===== src/design/framed_command_responder_defines.svh =====
// assertion macros for the framed command responder
`ifndef FRAMED_COMMAND_RESPONDER_DEFINES_SVH
`define FRAMED_COMMAND_RESPONDER_DEFINES_SVH

`ifndef SYNTHESIS

`define FCR_ASSERT_IMPLIES(lbl, ck, rn, ante, cons, msg) \
	lbl: assert property (@(posedge ck) disable iff (!rn) (ante) |-> (cons)) else $error(msg);

`define FCR_ASSERT_NEXT(lbl, ck, rn, ante, cons, msg) \
	lbl: assert property (@(posedge ck) disable iff (!rn) (ante) |=> (cons)) else $error(msg);

`else

`define FCR_ASSERT_IMPLIES(lbl, ck, rn, ante, cons, msg)

`define FCR_ASSERT_NEXT(lbl, ck, rn, ante, cons, msg)

`endif

`endif


===== src/design/fcr_pkg.sv =====
// shared constants, types and response formatting for the framed command responder
package fcr_pkg;

	localparam int FRAME_DEPTH_DEF = 16;

	localparam logic [15:0] JUMP_LIMIT_RST = 16'd16;
	localparam logic [15:0] TEMP_INVALID   = 16'h8000;
	localparam logic [15:0] ERASED         = 16'hFFFF;

	localparam logic [7:0] BYTE_HEAD    = 8'hFD;
	localparam logic [7:0] BYTE_END     = 8'hFE;
	localparam logic [7:0] CMD_STATUS   = 8'h00;
	localparam logic [7:0] CMD_SETPOINT = 8'h11;
	localparam logic [7:0] CMD_LINE     = 8'h21;
	localparam logic [7:0] CMD_DUMP     = 8'hF0;

	localparam logic [3:0] LAST_STATUS = 4'd4;
	localparam logic [3:0] LAST_DUMP   = 4'd12;

	localparam logic OP_BYTE = 1'b0;

	typedef enum logic [1:0] {
		ST_IDLE,
		ST_FETCH,
		ST_DECODE,
		ST_SEND
	} fcr_state_t;

	typedef struct packed {
		logic       valid;
		logic [7:0] tx_byte;
		logic       last_byte;
	} fcr_push_t;

	function automatic logic [7:0] resp_byte(
		input logic        dump,
		input logic [3:0]  k,
		input logic [15:0] temp,
		input logic [15:0] line,
		input logic [15:0] setp,
		input logic [15:0] ltime,
		input logic [15:0] ttime
	);
		logic [7:0] b;
		b = BYTE_END;
		if (!dump) begin
			case (k)
				4'd0:    b = BYTE_HEAD;
				4'd1:    b = CMD_STATUS;
				4'd2:    b = temp[7:0];
				4'd3:    b = temp[15:8];
				default: b = BYTE_END;
			endcase
		end else begin
			case (k)
				4'd0:    b = BYTE_HEAD;
				4'd1:    b = CMD_DUMP;
				4'd2:    b = line[7:0];
				4'd3:    b = line[15:8];
				4'd4:    b = setp[7:0];
				4'd5:    b = setp[15:8];
				4'd6:    b = ltime[7:0];
				4'd7:    b = ltime[15:8];
				4'd8:    b = ttime[7:0];
				4'd9:    b = ttime[15:8];
				4'd10:   b = temp[7:0];
				4'd11:   b = temp[15:8];
				default: b = BYTE_END;
			endcase
		end
		return b;
	endfunction

endpackage


===== src/design/fcr_if.sv =====
// request and response channel interfaces
interface fcr_req_if;
	logic               valid;
	logic               ready;
	logic               opcode;
	logic [7:0]         rx_byte;
	logic signed [15:0] sample;

	modport source (output valid, opcode, rx_byte, sample, input ready);
	modport sink   (input valid, opcode, rx_byte, sample, output ready);
endinterface

interface fcr_rsp_if;
	logic       valid;
	logic       ready;
	logic [7:0] tx_byte;
	logic       last_byte;

	modport source (output valid, tx_byte, last_byte, input ready);
	modport sink   (input valid, tx_byte, last_byte, output ready);
endinterface


===== src/design/fcr_ram.sv =====
// generic single-write, single-read ram with registered read data
module fcr_ram #(
	parameter int WIDTH = 8,
	parameter int DEPTH = 16,
	localparam int AW   = (DEPTH > 1) ? $clog2(DEPTH) : 1
) (
	input  logic             clk,
	input  logic             we,
	input  logic [AW-1:0]    waddr,
	input  logic [WIDTH-1:0] wdata,
	input  logic [AW-1:0]    raddr,
	output logic [WIDTH-1:0] rdata
);

	logic [WIDTH-1:0] mem [DEPTH];

	always_ff @(posedge clk) begin
		if (we) begin
			mem[waddr] <= wdata;
		end
		rdata <= mem[raddr];
	end

endmodule


===== src/design/fcr_seq.sv =====
// sequencer: frame store access, command decode, state registers and response beats
`include "framed_command_responder_defines.svh"

module fcr_seq #(
	parameter int FRAME_DEPTH = fcr_pkg::FRAME_DEPTH_DEF,
	localparam int AW         = $clog2(FRAME_DEPTH)
) (
	input  logic              clk,
	input  logic              arst_n,
	fcr_req_if.sink           req,
	input  logic              cfg_we,
	input  logic [15:0]       cfg_data,
	output logic              ram_we,
	output logic [AW-1:0]     ram_waddr,
	output logic [7:0]        ram_wdata,
	output logic [AW-1:0]     ram_raddr,
	input  logic [7:0]        ram_rdata,
	output fcr_pkg::fcr_push_t push,
	input  logic              push_ready
);
	import fcr_pkg::*;

	fcr_state_t  state_q, state_d;
	logic [AW-1:0] wr_idx_q;
	logic [2:0]  cnt_q;
	logic [3:0]  k_q;
	logic        dump_q;
	logic [7:0]  hdr_q [4];
	logic [15:0] jump_limit_q;
	logic [15:0] temp_q;
	logic [15:0] line_q;
	logic [15:0] setp_q;
	logic [15:0] ltime_q;
	logic [15:0] ttime_q;

	logic        acc;
	logic        last;
	logic [15:0] word;
	logic signed [17:0] diff;
	logic signed [17:0] lim;
	logic        reject;

	assign acc  = req.valid && req.ready;
	assign word = {hdr_q[3], hdr_q[2]};
	assign last = (k_q == (dump_q ? LAST_DUMP : LAST_STATUS));

	assign diff   = $signed({{2{temp_q[15]}}, temp_q}) - $signed({{2{req.sample[15]}}, req.sample});
	assign lim    = $signed({2'b00, jump_limit_q});
	assign reject = (temp_q != TEMP_INVALID) && ((diff > lim) || ((diff + lim) < 18'sd0));

	assign ram_we    = acc && (req.opcode == OP_BYTE);
	assign ram_waddr = wr_idx_q;
	assign ram_wdata = req.rx_byte;
	assign ram_raddr = AW'(cnt_q[1:0]);

	always_ff @(posedge clk or negedge arst_n) begin
		if (!arst_n) begin
			state_q <= ST_IDLE;
		end else begin
			state_q <= state_d;
		end
	end

	always_comb begin
		state_d        = state_q;
		req.ready      = 1'b0;
		push.valid     = 1'b0;
		push.tx_byte   = resp_byte(dump_q, k_q, temp_q, line_q, setp_q, ltime_q, ttime_q);
		push.last_byte = last;
		unique case (state_q)
			ST_IDLE: begin
				req.ready = 1'b1;
				if (req.valid && req.opcode == OP_BYTE && req.rx_byte == BYTE_END) begin
					state_d = ST_FETCH;
				end
			end
			ST_FETCH: begin
				if (cnt_q == 3'd4) begin
					state_d = ST_DECODE;
				end
			end
			ST_DECODE: begin
				if (hdr_q[0] == BYTE_HEAD && (hdr_q[1] == CMD_STATUS || hdr_q[1] == CMD_DUMP)) begin
					state_d = ST_SEND;
				end else begin
					state_d = ST_IDLE;
				end
			end
			ST_SEND: begin
				push.valid = 1'b1;
				if (push_ready && last) begin
					state_d = ST_IDLE;
				end
			end
			default: state_d = ST_IDLE;
		endcase
	end

	always_ff @(posedge clk or negedge arst_n) begin
		if (!arst_n) begin
			wr_idx_q     <= '0;
			cnt_q        <= '0;
			k_q          <= '0;
			dump_q       <= 1'b0;
			jump_limit_q <= JUMP_LIMIT_RST;
			temp_q       <= TEMP_INVALID;
			line_q       <= ERASED;
			setp_q       <= ERASED;
			ltime_q      <= ERASED;
			ttime_q      <= ERASED;
		end else begin
			if (cfg_we) begin
				jump_limit_q <= cfg_data;
			end
			if (acc && req.opcode != OP_BYTE && !reject) begin
				temp_q <= req.sample;
			end
			if (ram_we) begin
				if (req.rx_byte == BYTE_END || wr_idx_q == AW'(FRAME_DEPTH - 1)) begin
					wr_idx_q <= '0;
				end else begin
					wr_idx_q <= wr_idx_q + 1'b1;
				end
			end
			cnt_q <= (state_q == ST_FETCH) ? cnt_q + 3'd1 : 3'd0;
			if (state_q != ST_SEND) begin
				k_q <= '0;
			end else if (push_ready) begin
				k_q <= k_q + 4'd1;
			end
			if (state_q == ST_DECODE) begin
				dump_q <= (hdr_q[1] == CMD_DUMP);
				if (hdr_q[0] == BYTE_HEAD) begin
					case (hdr_q[1])
						CMD_SETPOINT: setp_q <= word;
						CMD_LINE: begin
							line_q  <= word;
							ltime_q <= '0;
							if (word[7:0] == 8'd1) begin
								ttime_q <= '0;
							end
						end
						default: ;
					endcase
				end
			end
		end
	end

	// header bytes shift in as the store returns them
	always_ff @(posedge clk) begin
		if (state_q == ST_FETCH && cnt_q != 3'd0) begin
			hdr_q[3] <= ram_rdata;
			for (int i = 0; i < 3; i++) begin
				hdr_q[i] <= hdr_q[i+1];
			end
		end
	end

	`FCR_ASSERT_NEXT(a_end_byte_fetches, clk, arst_n, acc && req.opcode == OP_BYTE && req.rx_byte == BYTE_END, state_q == ST_FETCH, "end byte did not start a header fetch")
	`FCR_ASSERT_IMPLIES(a_index_zero_busy, clk, arst_n, state_q != ST_IDLE, wr_idx_q == '0, "write index not zero after frame end")
	`FCR_ASSERT_NEXT(a_last_beat_idle, clk, arst_n, push.valid && push_ready && push.last_byte, state_q == ST_IDLE, "sequencer busy after last beat")
	`FCR_ASSERT_IMPLIES(a_send_bounded, clk, arst_n, state_q == ST_SEND, k_q <= LAST_DUMP, "beat counter past response length")

endmodule


===== src/design/fcr_out_reg.sv =====
// output register between the sequencer and the response channel
module fcr_out_reg (
	input  logic               clk,
	input  logic               arst_n,
	input  fcr_pkg::fcr_push_t push,
	output logic               push_ready,
	fcr_rsp_if.source          rsp
);
	import fcr_pkg::*;

	logic       valid_q;
	logic [7:0] byte_q;
	logic       last_q;

	assign push_ready    = !valid_q || rsp.ready;
	assign rsp.valid     = valid_q;
	assign rsp.tx_byte   = byte_q;
	assign rsp.last_byte = last_q;

	always_ff @(posedge clk or negedge arst_n) begin
		if (!arst_n) begin
			valid_q <= 1'b0;
		end else if (push.valid && push_ready) begin
			valid_q <= 1'b1;
		end else if (rsp.ready) begin
			valid_q <= 1'b0;
		end
	end

	always_ff @(posedge clk) begin
		if (push.valid && push_ready) begin
			byte_q <= push.tx_byte;
			last_q <= push.last_byte;
		end
	end

endmodule


===== src/design/framed_command_responder.sv =====
// top level of the framed command responder
//
// req carries one beat per item: opcode 0 is a received serial byte, opcode 1 a
// temperature sample. rsp carries response frame bytes, last_byte marks the end.
// jump_limit is written through cfg_we/cfg_data; the user must write it only while
// the block is idle, as the block itself does not enforce it. A sample or an
// ordinary byte leaves the block idle, so req.ready stays high. The end byte 0xFE
// starts a header read from the frame store ram: four reads through its registered
// read port, then a decode state. A status command then pushes 5 beats, a dump
// command 13 beats, one per cycle while the output register can take them, into a
// single output register that drives rsp. When rsp stalls the output register
// holds its beat and the sequencer waits; req stays low until the final beat has
// entered the output register. Reset clears the write index and the output valid
// flag and resets the state registers; the header registers and the frame store
// itself are not cleared, and the store needs no clearing pass.
module framed_command_responder #(
	parameter int FRAME_DEPTH = fcr_pkg::FRAME_DEPTH_DEF
) (
	input  logic        clk,
	input  logic        arst_n,
	fcr_req_if.sink     req,
	fcr_rsp_if.source   rsp,
	input  logic        cfg_we,
	input  logic [15:0] cfg_data
);
	import fcr_pkg::*;

	localparam int AW = $clog2(FRAME_DEPTH);

	logic          ram_we;
	logic [AW-1:0] ram_waddr;
	logic [7:0]    ram_wdata;
	logic [AW-1:0] ram_raddr;
	logic [7:0]    ram_rdata;
	fcr_push_t     push;
	logic          push_ready;

	fcr_ram #(
		.WIDTH (8),
		.DEPTH (FRAME_DEPTH)
	) u_store (
		.clk   (clk),
		.we    (ram_we),
		.waddr (ram_waddr),
		.wdata (ram_wdata),
		.raddr (ram_raddr),
		.rdata (ram_rdata)
	);

	fcr_seq #(
		.FRAME_DEPTH (FRAME_DEPTH)
	) u_seq (
		.clk        (clk),
		.arst_n     (arst_n),
		.req        (req),
		.cfg_we     (cfg_we),
		.cfg_data   (cfg_data),
		.ram_we     (ram_we),
		.ram_waddr  (ram_waddr),
		.ram_wdata  (ram_wdata),
		.ram_raddr  (ram_raddr),
		.ram_rdata  (ram_rdata),
		.push       (push),
		.push_ready (push_ready)
	);

	fcr_out_reg u_out (
		.clk        (clk),
		.arst_n     (arst_n),
		.push       (push),
		.push_ready (push_ready),
		.rsp        (rsp)
	);

endmodule


===== src/flat_wrapper.sv =====
// flat-port wrapper written by rule: the top's interface ports become plain ports
module framed_command_responder_flat import fcr_pkg::*;
#(
	parameter int FRAME_DEPTH = fcr_pkg::FRAME_DEPTH_DEF
)
  (clk, arst_n, cfg_we, cfg_data, req_valid, req_opcode, req_rx_byte, req_sample, req_ready, rsp_valid, rsp_tx_byte, rsp_last_byte, rsp_ready);
  fcr_req_if req_i ();
  fcr_rsp_if rsp_i ();
  input  logic clk;
  input  logic arst_n;
  input  logic cfg_we;
  input  logic [15:0] cfg_data;
  input wire logic [$bits(req_i.valid)-1:0] req_valid;
  input wire logic [$bits(req_i.opcode)-1:0] req_opcode;
  input wire logic [$bits(req_i.rx_byte)-1:0] req_rx_byte;
  input wire logic [$bits(req_i.sample)-1:0] req_sample;
  output wire logic [$bits(req_i.ready)-1:0] req_ready;
  output wire logic [$bits(rsp_i.valid)-1:0] rsp_valid;
  output wire logic [$bits(rsp_i.tx_byte)-1:0] rsp_tx_byte;
  output wire logic [$bits(rsp_i.last_byte)-1:0] rsp_last_byte;
  input wire logic [$bits(rsp_i.ready)-1:0] rsp_ready;
  assign req_i.valid = req_valid;
  assign req_i.opcode = req_opcode;
  assign req_i.rx_byte = req_rx_byte;
  assign req_i.sample = req_sample;
  assign req_ready = req_i.ready;
  assign rsp_valid = rsp_i.valid;
  assign rsp_tx_byte = rsp_i.tx_byte;
  assign rsp_last_byte = rsp_i.last_byte;
  assign rsp_i.ready = rsp_ready;
  framed_command_responder #(.FRAME_DEPTH(FRAME_DEPTH)) u_core (.clk(clk), .arst_n(arst_n), .req(req_i), .rsp(rsp_i), .cfg_we(cfg_we), .cfg_data(cfg_data));
endmodule

===== config.mk =====
export PLATFORM = sky130hd
export DESIGN_NAME = framed_command_responder_flat
export DESIGN_NICKNAME = d
export VERILOG_FILES = /design/src/design/fcr_pkg.sv /design/src/design/fcr_if.sv /design/src/design/fcr_ram.sv /design/src/design/fcr_seq.sv /design/src/design/fcr_out_reg.sv /design/src/design/framed_command_responder.sv /design/src/flat_wrapper.sv
export VERILOG_INCLUDE_DIRS = /design/src /design/src/design
export SDC_FILE = /design/constraint.sdc
export NUM_CORES = 1
export LEC_CHECK = 0
export ABC_CLOCK_PERIOD_IN_PS = 4800
export BUFFER_PORTS_ARGS = -buffer_cell sky130_fd_sc_hd__buf_2
export CORE_MARGIN = 3
export CORE_UTILIZATION = 50
export CTS_CLUSTER_SIZE = 10
export DETAILED_ROUTE_END_ITERATION = 8
export HOLD_SLACK_MARGIN = 0.12
export PLACE_DENSITY = 0.74
export SKIP_LAST_GASP = 1
export SLEW_MARGIN = 20
export SYNTH_ARGS = -nofsm -noshare
export SYNTH_HDL_FRONTEND = slang
export SYNTH_SLANG_ARGS = --single-unit

===== constraint.sdc =====
create_clock -name clk -period 4.8 [get_ports clk]
set_input_delay 0.72 -clock clk [delete_from_list [all_inputs] [get_ports clk]]
set_output_delay 0.72 -clock clk [all_outputs]
set_load 0.02 [all_outputs]

==> results of run 1 <==
==> worst max-delay path: stages <==
cell      delay (ns)
buf_2           0.13
inv_1           0.07
ha_1            0.28
nor2b_1         0.14
o211a_1         0.24
o311ai_0        0.34
a21oi_1         0.15
a41oi_1         0.25
buf_4           0.17
a21oi_1         0.08
a21oi_1         0.24
ha_1            0.30
buf_4           0.15
a21oi_1         0.12
a21oi_1         0.08
nor4b_1         0.29
a31oi_1         0.16
mux2_4          0.31
a21oi_4         0.18
mux2_2          0.36
==> cells by family after synthesis <==
group / share of synthesized area (%)
AOI/OAI and AO/OA: 14.7
and+or+nand+nor: 10.3
DFF: 53.3
buffers and inverters: 3.93
adders and majority gates: 8.98
muxes: 7.35
xor gates and xnor gates: 1.48
==> state kept, by name (all words and copies together) (netlist names) <==
| signal | flops |
|---|---|
| u_core.u_out.rsp.last_byte | 1 |
| u_core.u_seq.line_q | 16 |
| u_core.u_seq.dump_q | 1 |
| u_core.u_seq.ttime_q | 1 |
| u_core.u_seq.hdr_q | 32 |
| u_core.u_seq.setp_q | 16 |
| u_core.u_seq.cnt_q | 3 |
| u_core.u_seq.ram_waddr | 4 |
| u_core.u_seq.k_q | 4 |
| u_core.u_seq.jump_limit_q | 16 |
| u_core.u_store.rdata | 8 |
| u_core.u_seq.state_q | 2 |
| u_core.u_seq.ltime_q | 1 |
| u_core.u_seq.temp_q | 16 |
| u_core.u_out.rsp.valid | 1 |
| u_core.u_store.mem | 32 |
| u_core.u_out.rsp.tx_byte | 8 |
==> cells in the mapped netlist (4+ instances only) <==
| cell type | count |
|---|---|
| edfxtp_1 | 73 |
| inv_1 | 61 |
| ha_1 | 58 |
| dfrtp_1 | 45 |
| nand2_1 | 40 |
| a21oi_1 | 39 |
| nor2_1 | 38 |
| dfstp_2 | 36 |
| mux2_2 | 36 |
| o21ai_0 | 36 |
| nand3_1 | 17 |
| clkbuf_1 | 16 |
| nand2b_1 | 14 |
| a22oi_1 | 13 |
| nor3_1 | 12 |
| a221oi_1 | 11 |
| xnor2_1 | 10 |
| and2_1 | 8 |
| dfxtp_1 | 8 |
| mux4_2 | 8 |
| nand4_1 | 7 |
| o31ai_1 | 7 |
| a211oi_1 | 6 |
| a2bb2oi_2 | 6 |
| a31oi_1 | 6 |
| nor2b_1 | 6 |
| a22o_2 | 5 |
| nor4_1 | 5 |
| a221o_1 | 4 |
| o211ai_1 | 4 |
| xor2_1 | 4 |
==> metrics by stage <==
stage / std cells / TNS [ns]
after detailed placement: 966 / -0.0708
after CTS: 998 / 0
after floorplan: 704 / 0
final: 998 / 0
after global routing: 998 / 0
after global placement: 966 / 0
==> worst paths after layout <==
path / slack (ns) / from / endpoint
worst max-delay path: 0.39 / req_sample[1] / u_core.u_seq.temp_q[15]$_DFFE_PN1P_
worst min-delay path: 0.33 / arst_n / u_core.u_seq.k_q[1]$_DFFE_PN0P_
worst max register to register: 0.42 / u_core.u_seq.temp_q[1]$_DFFE_PN0P_ / u_core.u_seq.temp_q[15]$_DFFE_PN1P_
worst min register to register: 0.41 / u_core.u_store.rdata[4]$_DFF_P_ / u_core.u_seq.hdr_q[3][4]$_DFFE_PP_
max in group asynchronous: 3.96 / arst_n / u_core.u_seq.jump_limit_q[3]$_DFFE_PN0P_
min in group clk: 0.41 / u_core.u_store.rdata[4]$_DFF_P_ / u_core.u_seq.hdr_q[3][4]$_DFFE_PP_
==> power groups by stage <==
stage          combinational (mW)  sequential (mW)  clock (mW)
2_1_floorplan                1.23             1.92           0
3_3_place_gp                 1.66             1.97           0
3_5_place_dp                 1.74             1.98           0
4_1_cts                      1.76             1.95        1.24
5_1_grt                      1.99             1.98        1.31
6_report                     1.78             1.95        1.22
==> area by class of cell <==
| type | count | area, um^2 |
|---|---|---|
| flip-flops and latches | 162 | 4420 |
| inverters | 61 | 229 |
| clock inverters | 13 | 101 |
| multi-input cells | 458 | 3570 |
| fillers | 1257 | 6650 |
| well taps | 216 | 270 |
| repair buffers | 69 | 384 |
| clock buffers | 19 | 433 |
==> layer usage <==
layer | up-vias | GRT usage, %
li1 | 2733 | -
met1 | 2812 | 26.5
met2 | 201 | 33.0
met3 | 33 | 4.84
met4 | 0 | 6.50
met5 | - | 0
==> flow_summary_export.csv, run 1 <==
group,metric,value,unit
detailed_routing,wl_met3,996,um
clocking,cts_buffers,17,
finish,drive_above_1_share,25.7,%
floorplanning,fp.dieW,135,um
place,pre_cts_slack,-0.0137,ns
setup_path,crit_type,"primary input to register",
power_and_ir_drop,p_sw_share,36.6,%
sta,drv_slew,0,
finish,antenna_cells,0,
setup_path,critPathMaxFanout,6,
synthesis,synth_area,8310,um^2
floorplanning,core_area,16100,um^2
synthesis,synth_edf_count,73,
setup_path,end_kind,"register",
setup_path,cp-start-kind,"primary input",
finish,final_cell_area,9410,um^2
power_and_ir_drop,combPwrFrac,35.9,%
finish,utilization,58.6,%
global_route,grt_use_total,20.1,%
floorplanning,die-area,18200,um^2
detailed_routing,wl_met1,7700,um
setup_path,cp.arrival,4.76,ns
floorplanning,ioPinCount,57,
power_and_ir_drop,vdd_ir_drop_max,292,uV
synthesis,syn-num-nets,809,
detailed_routing,wl,17400,um
synthesis,synthArstFlopShare,50.0,%
clocking,cts_hold_buf,0,
clocking,clk_pin_slew_worst_paths,0.06,ns
synthesis,yosys.area.top_type_share,26.4,%
detailed_routing,highest_layer,"met4",
detailed_routing,antenna_left,0,
detailed_routing,drtPass1Iterations,6,
finish,final_cell_mix,"73 x edfxtp_1, 61 x inv_1, 58 x ha_1, 55 x buf_2, 45 x dfrtp_1",
sta,setup_slack,0.393,ns
min_path,hold_path_class,"primary input to asynchronous set/reset pin",
clocking,htree_levels,4,
clocking,cts_tree,"yes",
sta,tightest_slew,0.739,ns
clocking,cts_root_buf,"clkbuf_16",
place,dpl-instance-area,8870,um^2
sta,rsz0062_at_grt,"no",
synthesis,synth_flop_cell,"edfxtp_1",
power_and_ir_drop,power_frac_seq,39.4,%
detailed_routing,viasPerCell,5.79,
power_and_ir_drop,power_switching,1.81,mW
power_and_ir_drop,p_leak,3.87,nW
place,numPortBuffers,56,
sta,finalCritPeriodShare,91.8,%
sta,min_period,4.41,ns
clocking,cts_num_sinks,162,
place,gp_congestion,0.951,
status,status,"completed",
global_route,grt_pass1_vias,5916,
clocking,clk_path_buf_depth,2,
global_route,antenna_found_initial,0,
floorplanning,rows,46,
detailed_routing,dr_wl_met2,8390,um
floorplanning,start_util,51.7,%
global_route,grt_pass1_wl,29000,um
power_and_ir_drop,finalPower,4.95,mW
power_and_ir_drop,power.internal,3.14,mW
synthesis,yosysTopAreaCell,"edfxtp_1",
synthesis,yosys_warnings,0,
synthesis,yosysSeqAreaShare,53.3,%
detailed_routing,drc,0,
place,dpl.hpwl,12800,um
synthesis,synthCells,704,
sta,max_freq,0.227,GHz
clocking,cts_repair_resize_count,0,
detailed_routing,vias,5779,
global_route,grt_overflow,0,
synthesis,synth_area_leaders,"edfxtp_1 26%, dfrtp_1 14%, dfstp_2 11%",
clocking,clk_latency,0.42,ns
synthesis,ys_ff_latch,162,
floorplanning,die-height,135,um
clocking,post_cts_buffers,0,
power_and_ir_drop,p_clk_share,24.7,%
power_and_ir_drop,powerDensity,526,nW/um^2
synthesis,synth.avg_cell_area,11.8,um^2
global_route,grt_max_degree,82,
synthesis,synth_cell_types,70,
flow_run,drv_cap,0,
setup_path,critPathRequiredTime,5.15,ns
sta,slew_headroom,50.7,%
finish,synthToLayoutAreaGrowth,13.2,%
sta,finClkSkew,0.00625,ns
sta,hold_violations,0,
sta,whs,0.326,ns
finish,layout_commonest_cell,"edfxtp_1",
sta,setup_viol,0,
finish,nNetsFinal,874,
detailed_routing,drtIter0Drc,537,
detailed_routing,routedWlPerCell,17.5,um
setup_path,rr_worst_depth,18,
Note: power is estimated with default switching activity, not from simulation.
==> run 2: changes to the inputs <==
CORE_UTILIZATION = 60   (was 50)
MAX_ROUTING_LAYER = met4   (was not set)
PLACE_DENSITY = 0.85   (was 0.74)
==> flow_summary_export.csv, run 2 (synthesis results as in run 1) <==
group,metric,value,unit
sta,tightest_slew,0.862,ns
status,status,"completed",
min_path,hold_path_class,"primary input to asynchronous set/reset pin",
detailed_routing,drtIter0Drc,577,
power_and_ir_drop,vdd_ir_drop_max,488,uV
setup_path,crit_type,"primary input to register",
global_route,antenna_found_initial,0,
floorplanning,rows,42,
setup_path,cp-start-kind,"primary input",
floorplanning,die-height,124,um
setup_path,end_kind,"register",
power_and_ir_drop,powerDensity,542,nW/um^2
finish,nNetsFinal,873,
global_route,grt.busiest_layer,"met2",
detailed_routing,viasPerCell,6.11,
clocking,clk_path_buf_depth,2,
clocking,cts_tree,"yes",
sta,whs,0.283,ns
clocking,cts_repair_resize_count,0,
finish,fillers,939,
sta,setup_viol,0,
setup_path,cp.arrival,4.98,ns
global_route,grt_pass1_wl,29400,um
setup_path,critPathMaxFanout,7,
power_and_ir_drop,combPwrFrac,35.7,%
finish,drive_above_1_share,26.1,%
global_route,grt_max_degree,82,
detailed_routing,drtPass1Iterations,5,
finish,antenna_cells,0,
power_and_ir_drop,power.internal,3.17,mW
clocking,cts_num_sinks,162,
global_route,grt_pass1_vias,5870,
sta,finalCritPeriodShare,96.2,%
sta,tns,0,ns
sta,finClkSkew,0.00731,ns
power_and_ir_drop,p_sw_share,38.1,%
floorplanning,start_util,62.0,%
power_and_ir_drop,p_clk_share,26.2,%
sta,max_freq,0.217,GHz
floorplanning,fp.dieW,124,um
sta,hold_violations,0,
clocking,cts_root_buf,"clkbuf_16",
global_route,globalRouteMet1Util,33.7,%
power_and_ir_drop,p_leak,3.91,nW
detailed_routing,routedWlPerCell,19.1,um
detailed_routing,antenna_left,0,
clocking,clk_pin_slew_worst_paths,0.07,ns
place,numPortBuffers,56,
clocking,cts_hold_buf,0,
finish,synthToLayoutAreaGrowth,13.7,%
sta,min_period,4.62,ns
power_and_ir_drop,power_switching,1.95,mW
setup_path,critPathRequiredTime,5.16,ns
clocking,htree_levels,4,
finish,final_cell_mix,"73 x edfxtp_1, 61 x inv_1, 58 x ha_1, 55 x buf_2, 45 x dfrtp_1",
sta,drv_slew,0,
detailed_routing,wl,18300,um
clocking,clk_latency,0.44,ns
detailed_routing,drc,0,
global_route,grtUsageMet3,6.22,%
place,gp_congestion,0.945,
sta,slew_headroom,42.4,%
global_route,use_met2,40.0,%
power_and_ir_drop,power_frac_seq,38.1,%
finish,top_regs,"u_core.u_seq.hdr_q x32, u_core.u_store.mem x32",
floorplanning,die-area,15300,um^2
clocking,cts_buffers,17,
finish,layout_commonest_cell,"edfxtp_1",
clocking,post_cts_buffers,0,
floorplanning,core_area,13400,um^2
global_route,grt_overflow,0,
floorplanning,ioPinCount,57,
flow_run,drv_cap,0,
detailed_routing,vias,5851,
global_route,grt_use_total,26.0,%
place,dpl.hpwl,13100,um
[run 2: final cells by class]
| type | count | area, um^2 | share of cell area [%] |
|---|---|---|---|
| clock inverters | 15 | 178 | 1.88 |
| flip-flops and latches | 162 | 4420 | 46.8 |
| repair buffers | 68 | 398 | 4.21 |
| clock buffers | 17 | 425 | 4.50 |
| inverters | 61 | 229 | 2.42 |
| multi-input cells | 458 | 3570 | 37.8 |
| well taps | 176 | 220 | 2.33 |
[run 2: per-stage QoR]
| stage | cells | power (mW) | utilization (%) | setup slack (ns) | cell area [um^2] |
|---|---|---|---|---|---|
| 6_report | 957 | 5.12 | 70.5 | 0.182 | 9450 |
| 5_1_grt | 957 | 5.40 | 70.5 | -0.0558 | 9450 |
| 4_1_cts | 956 | 5.08 | 70.3 | 0.253 | 9420 |
| 3_5_place_dp | 924 | 3.72 | 65.8 | -0.167 | 8820 |
| 3_3_place_gp | 924 | 3.59 | 65.8 | 0.0423 | 8820 |
| 2_1_floorplan | 704 | 3.15 | - | 0.285 | 8310 |
[run 2: critical path, cell delays in order]
cell and delay [ns]:
buf_2 0.12, inv_1 0.07, ha_1 0.28, nor2b_1 0.14
o211a_1 0.24, o311ai_0 0.37, a21oi_1 0.17, a41oi_1 0.24
buf_4 0.17, a21oi_1 0.08, a21oi_1 0.33, ha_1 0.32
buf_4 0.15, a21oi_1 0.12, a21oi_1 0.12, nor4b_2 0.27
a31oi_1 0.15, mux2_4 0.33, a21oi_4 0.22, mux2_2 0.37
[run 2: power groups by stage]
stage          clock network, mW  logic, mW  registers [mW]
2_1_floorplan                  0       1.23            1.92
3_3_place_gp                   0       1.64            1.96
3_5_place_dp                   0       1.75            1.97
4_1_cts                     1.36       1.78            1.95
5_1_grt                     1.42       2.00            1.98
6_report                    1.34       1.83            1.95
[run 2: worst paths after layout]
check / slack, ns / endpoint / cells after the start / start
worst max-delay path: 0.18 / u_core.u_seq.temp_q[15]$_DFFE_PN1P_ / 20 / req_sample[1]
worst min-delay path: 0.28 / u_core.u_seq.temp_q[12]$_DFFE_PN0P_ / 1 / arst_n
worst max register to register: 0.19 / u_core.u_seq.temp_q[15]$_DFFE_PN1P_ / 18 / u_core.u_seq.temp_q[1]$_DFFE_PN0P_
worst min register to register: 0.41 / u_core.u_seq.hdr_q[3][5]$_DFFE_PP_ / 0 / u_core.u_store.rdata[5]$_DFF_P_
max in group asynchronous: 3.84 / u_core.u_seq.jump_limit_q[4]$_DFFE_PN1P_ / 2 / arst_n
min in group clk: 0.41 / u_core.u_seq.hdr_q[3][5]$_DFFE_PP_ / 0 / u_core.u_store.rdata[5]$_DFF_P_
[run 2: layer usage]
layer	share of wire [%]	wire, um
met5	0	0
met4	2.4	441
met3	6.6	1220
met2	48	8810
met1	43	7850
==> run 3: changes to the inputs <==
==> constraint.sdc (replaced) <==
create_clock -name clk -period 4.8 [get_ports clk]
set_input_delay 0.24 -clock clk [delete_from_list [all_inputs] [get_ports clk]]
set_output_delay 0.24 -clock clk [all_outputs]
set_load 0.02 [all_outputs]
==> flow_summary_export.csv, run 3 (synthesis results as in run 1) <==
group,metric,value,unit
clocking,cts_tree,"yes",
setup_path,cp-start-kind,"primary input",
finish,nNetsFinal,910,
detailed_routing,wl,19100,um
finish,antenna_cells,0,
global_route,grt_use_total,26.7,%
min_path,hold_path_class,"primary input to asynchronous set/reset pin",
floorplanning,start_util,62.0,%
power_and_ir_drop,vdd_ir_drop_max,364,uV
clocking,cts_num_sinks,162,
finish,fillers,869,
power_and_ir_drop,finalPower,5.03,mW
sta,max_freq,0.213,GHz
sta,whs,0.266,ns
sta,drv_slew,0,
flow_run,drv_cap,0,
clocking,clk_pin_slew_worst_paths,0.06,ns
setup_path,critPathMaxFanout,10,
detailed_routing,drtIter0Drc,507,
clocking,cts_buffers,17,
sta,hold_violations,0,
sta,tns,0,ns
sta,slew_headroom,36.1,%
global_route,grt_pass1_vias,6294,
detailed_routing,routedWlPerCell,19.2,um
sta,finClkSkew,0.00764,ns
floorplanning,rows,42,
finish,top_regs,"u_core.u_seq.hdr_q x32, u_core.u_store.mem x32",
global_route,antenna_found_initial,0,
global_route,grt_pass1_wl,30700,um
setup_path,critPathRequiredTime,5.16,ns
sta,min_period,4.68,ns
clocking,clk_latency,0.42,ns
status,status,"completed",
setup_path,crit_type,"primary input to register",
clocking,cts_root_buf,"clkbuf_16",
clocking,htree_levels,4,
power_and_ir_drop,powerDensity,515,nW/um^2
floorplanning,ioPinCount,57,
finish,drive_above_1_share,24.4,%
sta,setup_viol,0,
detailed_routing,antenna_left,0,
floorplanning,die-height,124,um
detailed_routing,drtPass1Iterations,5,
detailed_routing,drc,0,
detailed_routing,viasPerCell,6.32,
power_and_ir_drop,p_leak,4.03,nW
floorplanning,die-area,15300,um^2
setup_path,end_kind,"register",
global_route,grt_max_degree,82,
finish,synthToLayoutAreaGrowth,17.6,%
global_route,grt_overflow,0,
sta,finalCritPeriodShare,97.6,%
sta,tightest_slew,0.956,ns
place,gp_congestion,0.977,
floorplanning,fp.dieW,124,um
setup_path,cp.arrival,5.05,ns
finish,layout_commonest_cell,"edfxtp_1",
clocking,clk_path_buf_depth,2,
finish,utilization,72.9,%
detailed_routing,vias,6278,
place,numPortBuffers,56,
place,dpl.hpwl,12900,um
floorplanning,core_area,13400,um^2
finish,final_cell_mix,"73 x edfxtp_1, 61 x inv_1, 58 x ha_1, 55 x buf_2, 45 x dfrtp_1",
## run 3: worst paths after layout
check	slack, ns	cells after the start	end	start
max in group asynchronous	3.89	3	u_core.u_seq.jump_limit_q[4]$_DFFE_PN1P_	arst_n
setup / recovery	0.12	19	u_core.u_seq.temp_q[4]$_DFFE_PN0P_	req_sample[1]
min in group clk	0.29	3	u_core.u_seq.jump_limit_q[9]$_DFFE_PN0P_	cfg_we
setup reg to reg	0.24	16	u_core.u_seq.temp_q[4]$_DFFE_PN0P_	u_core.u_seq.temp_q[1]$_DFFE_PN0P_
hold / removal	0.27	2	u_core.u_seq.temp_q[12]$_DFFE_PN0P_	arst_n
hold reg to reg	0.40	0	u_core.u_seq.hdr_q[3][5]$_DFFE_PP_	u_core.u_store.rdata[5]$_DFF_P_
## run 3: where the power goes
part	switching, mW	total [mW]	internal, mW
clock network	0.560	1.23	0.667
registers	0.216	1.95	1.73
logic	1.11	1.85	0.741
total	1.89	5.03	3.14
## run 3: timing repair
action	in CTS	in global routing
hold buffers	41	0
resized for setup	0	4
endpoints found under the hold margin	109	0
buffers inserted	0	1
endpoints found under the setup margin	0	16
## run 3: layout make-up
cell class	instances	area, um^2	area share [%]
sequential	162	4420	45.3
clock buffer	18	429	4.39
inverter	61	229	2.34
multi-input combinational	458	3590	36.7
tap	176	220	2.25
timing repair buffer	105	773	7.92
clock inverter	14	103	1.05
## run 3: metrics by stage
step | setup WS [ns] | cells | area (um^2)
global route | -0.0252 | 994 | 9770
floorplan | 0.647 | 704 | 8310
CTS | 0.0222 | 992 | 9710
detailed placement | 0.180 | 919 | 8770
finish | 0.115 | 994 | 9770
global placement | 0.397 | 919 | 8770
## run 3: layer usage
layer / vias to the layer above / global-route usage (%) / routed length (um)
met5: - / - / 0
met4: 0 / 11.3 / 566
met3: 63 / 4.77 / 1320
met2: 339 / 42.3 / 9380
met1: 3061 / 34.2 / 7860
li1: 2815 / - / -
## run 3: worst max-delay path, stage by stage
cell	delay, ns
dlygate4sd3_1	0.56
buf_2	0.16
inv_1	0.07
ha_1	0.29
nor2b_1	0.15
o211a_1	0.24
o311ai_0	0.38
a21oi_1	0.22
a41oi_2	0.28
a21oi_1	0.13
a21oi_1	0.27
ha_1	0.35
or4_1	0.55
nand3_1	0.12
o311ai_1	0.13
mux2_4	0.35
a21oi_4	0.19
buf_4	0.22
a22o_2	0.16
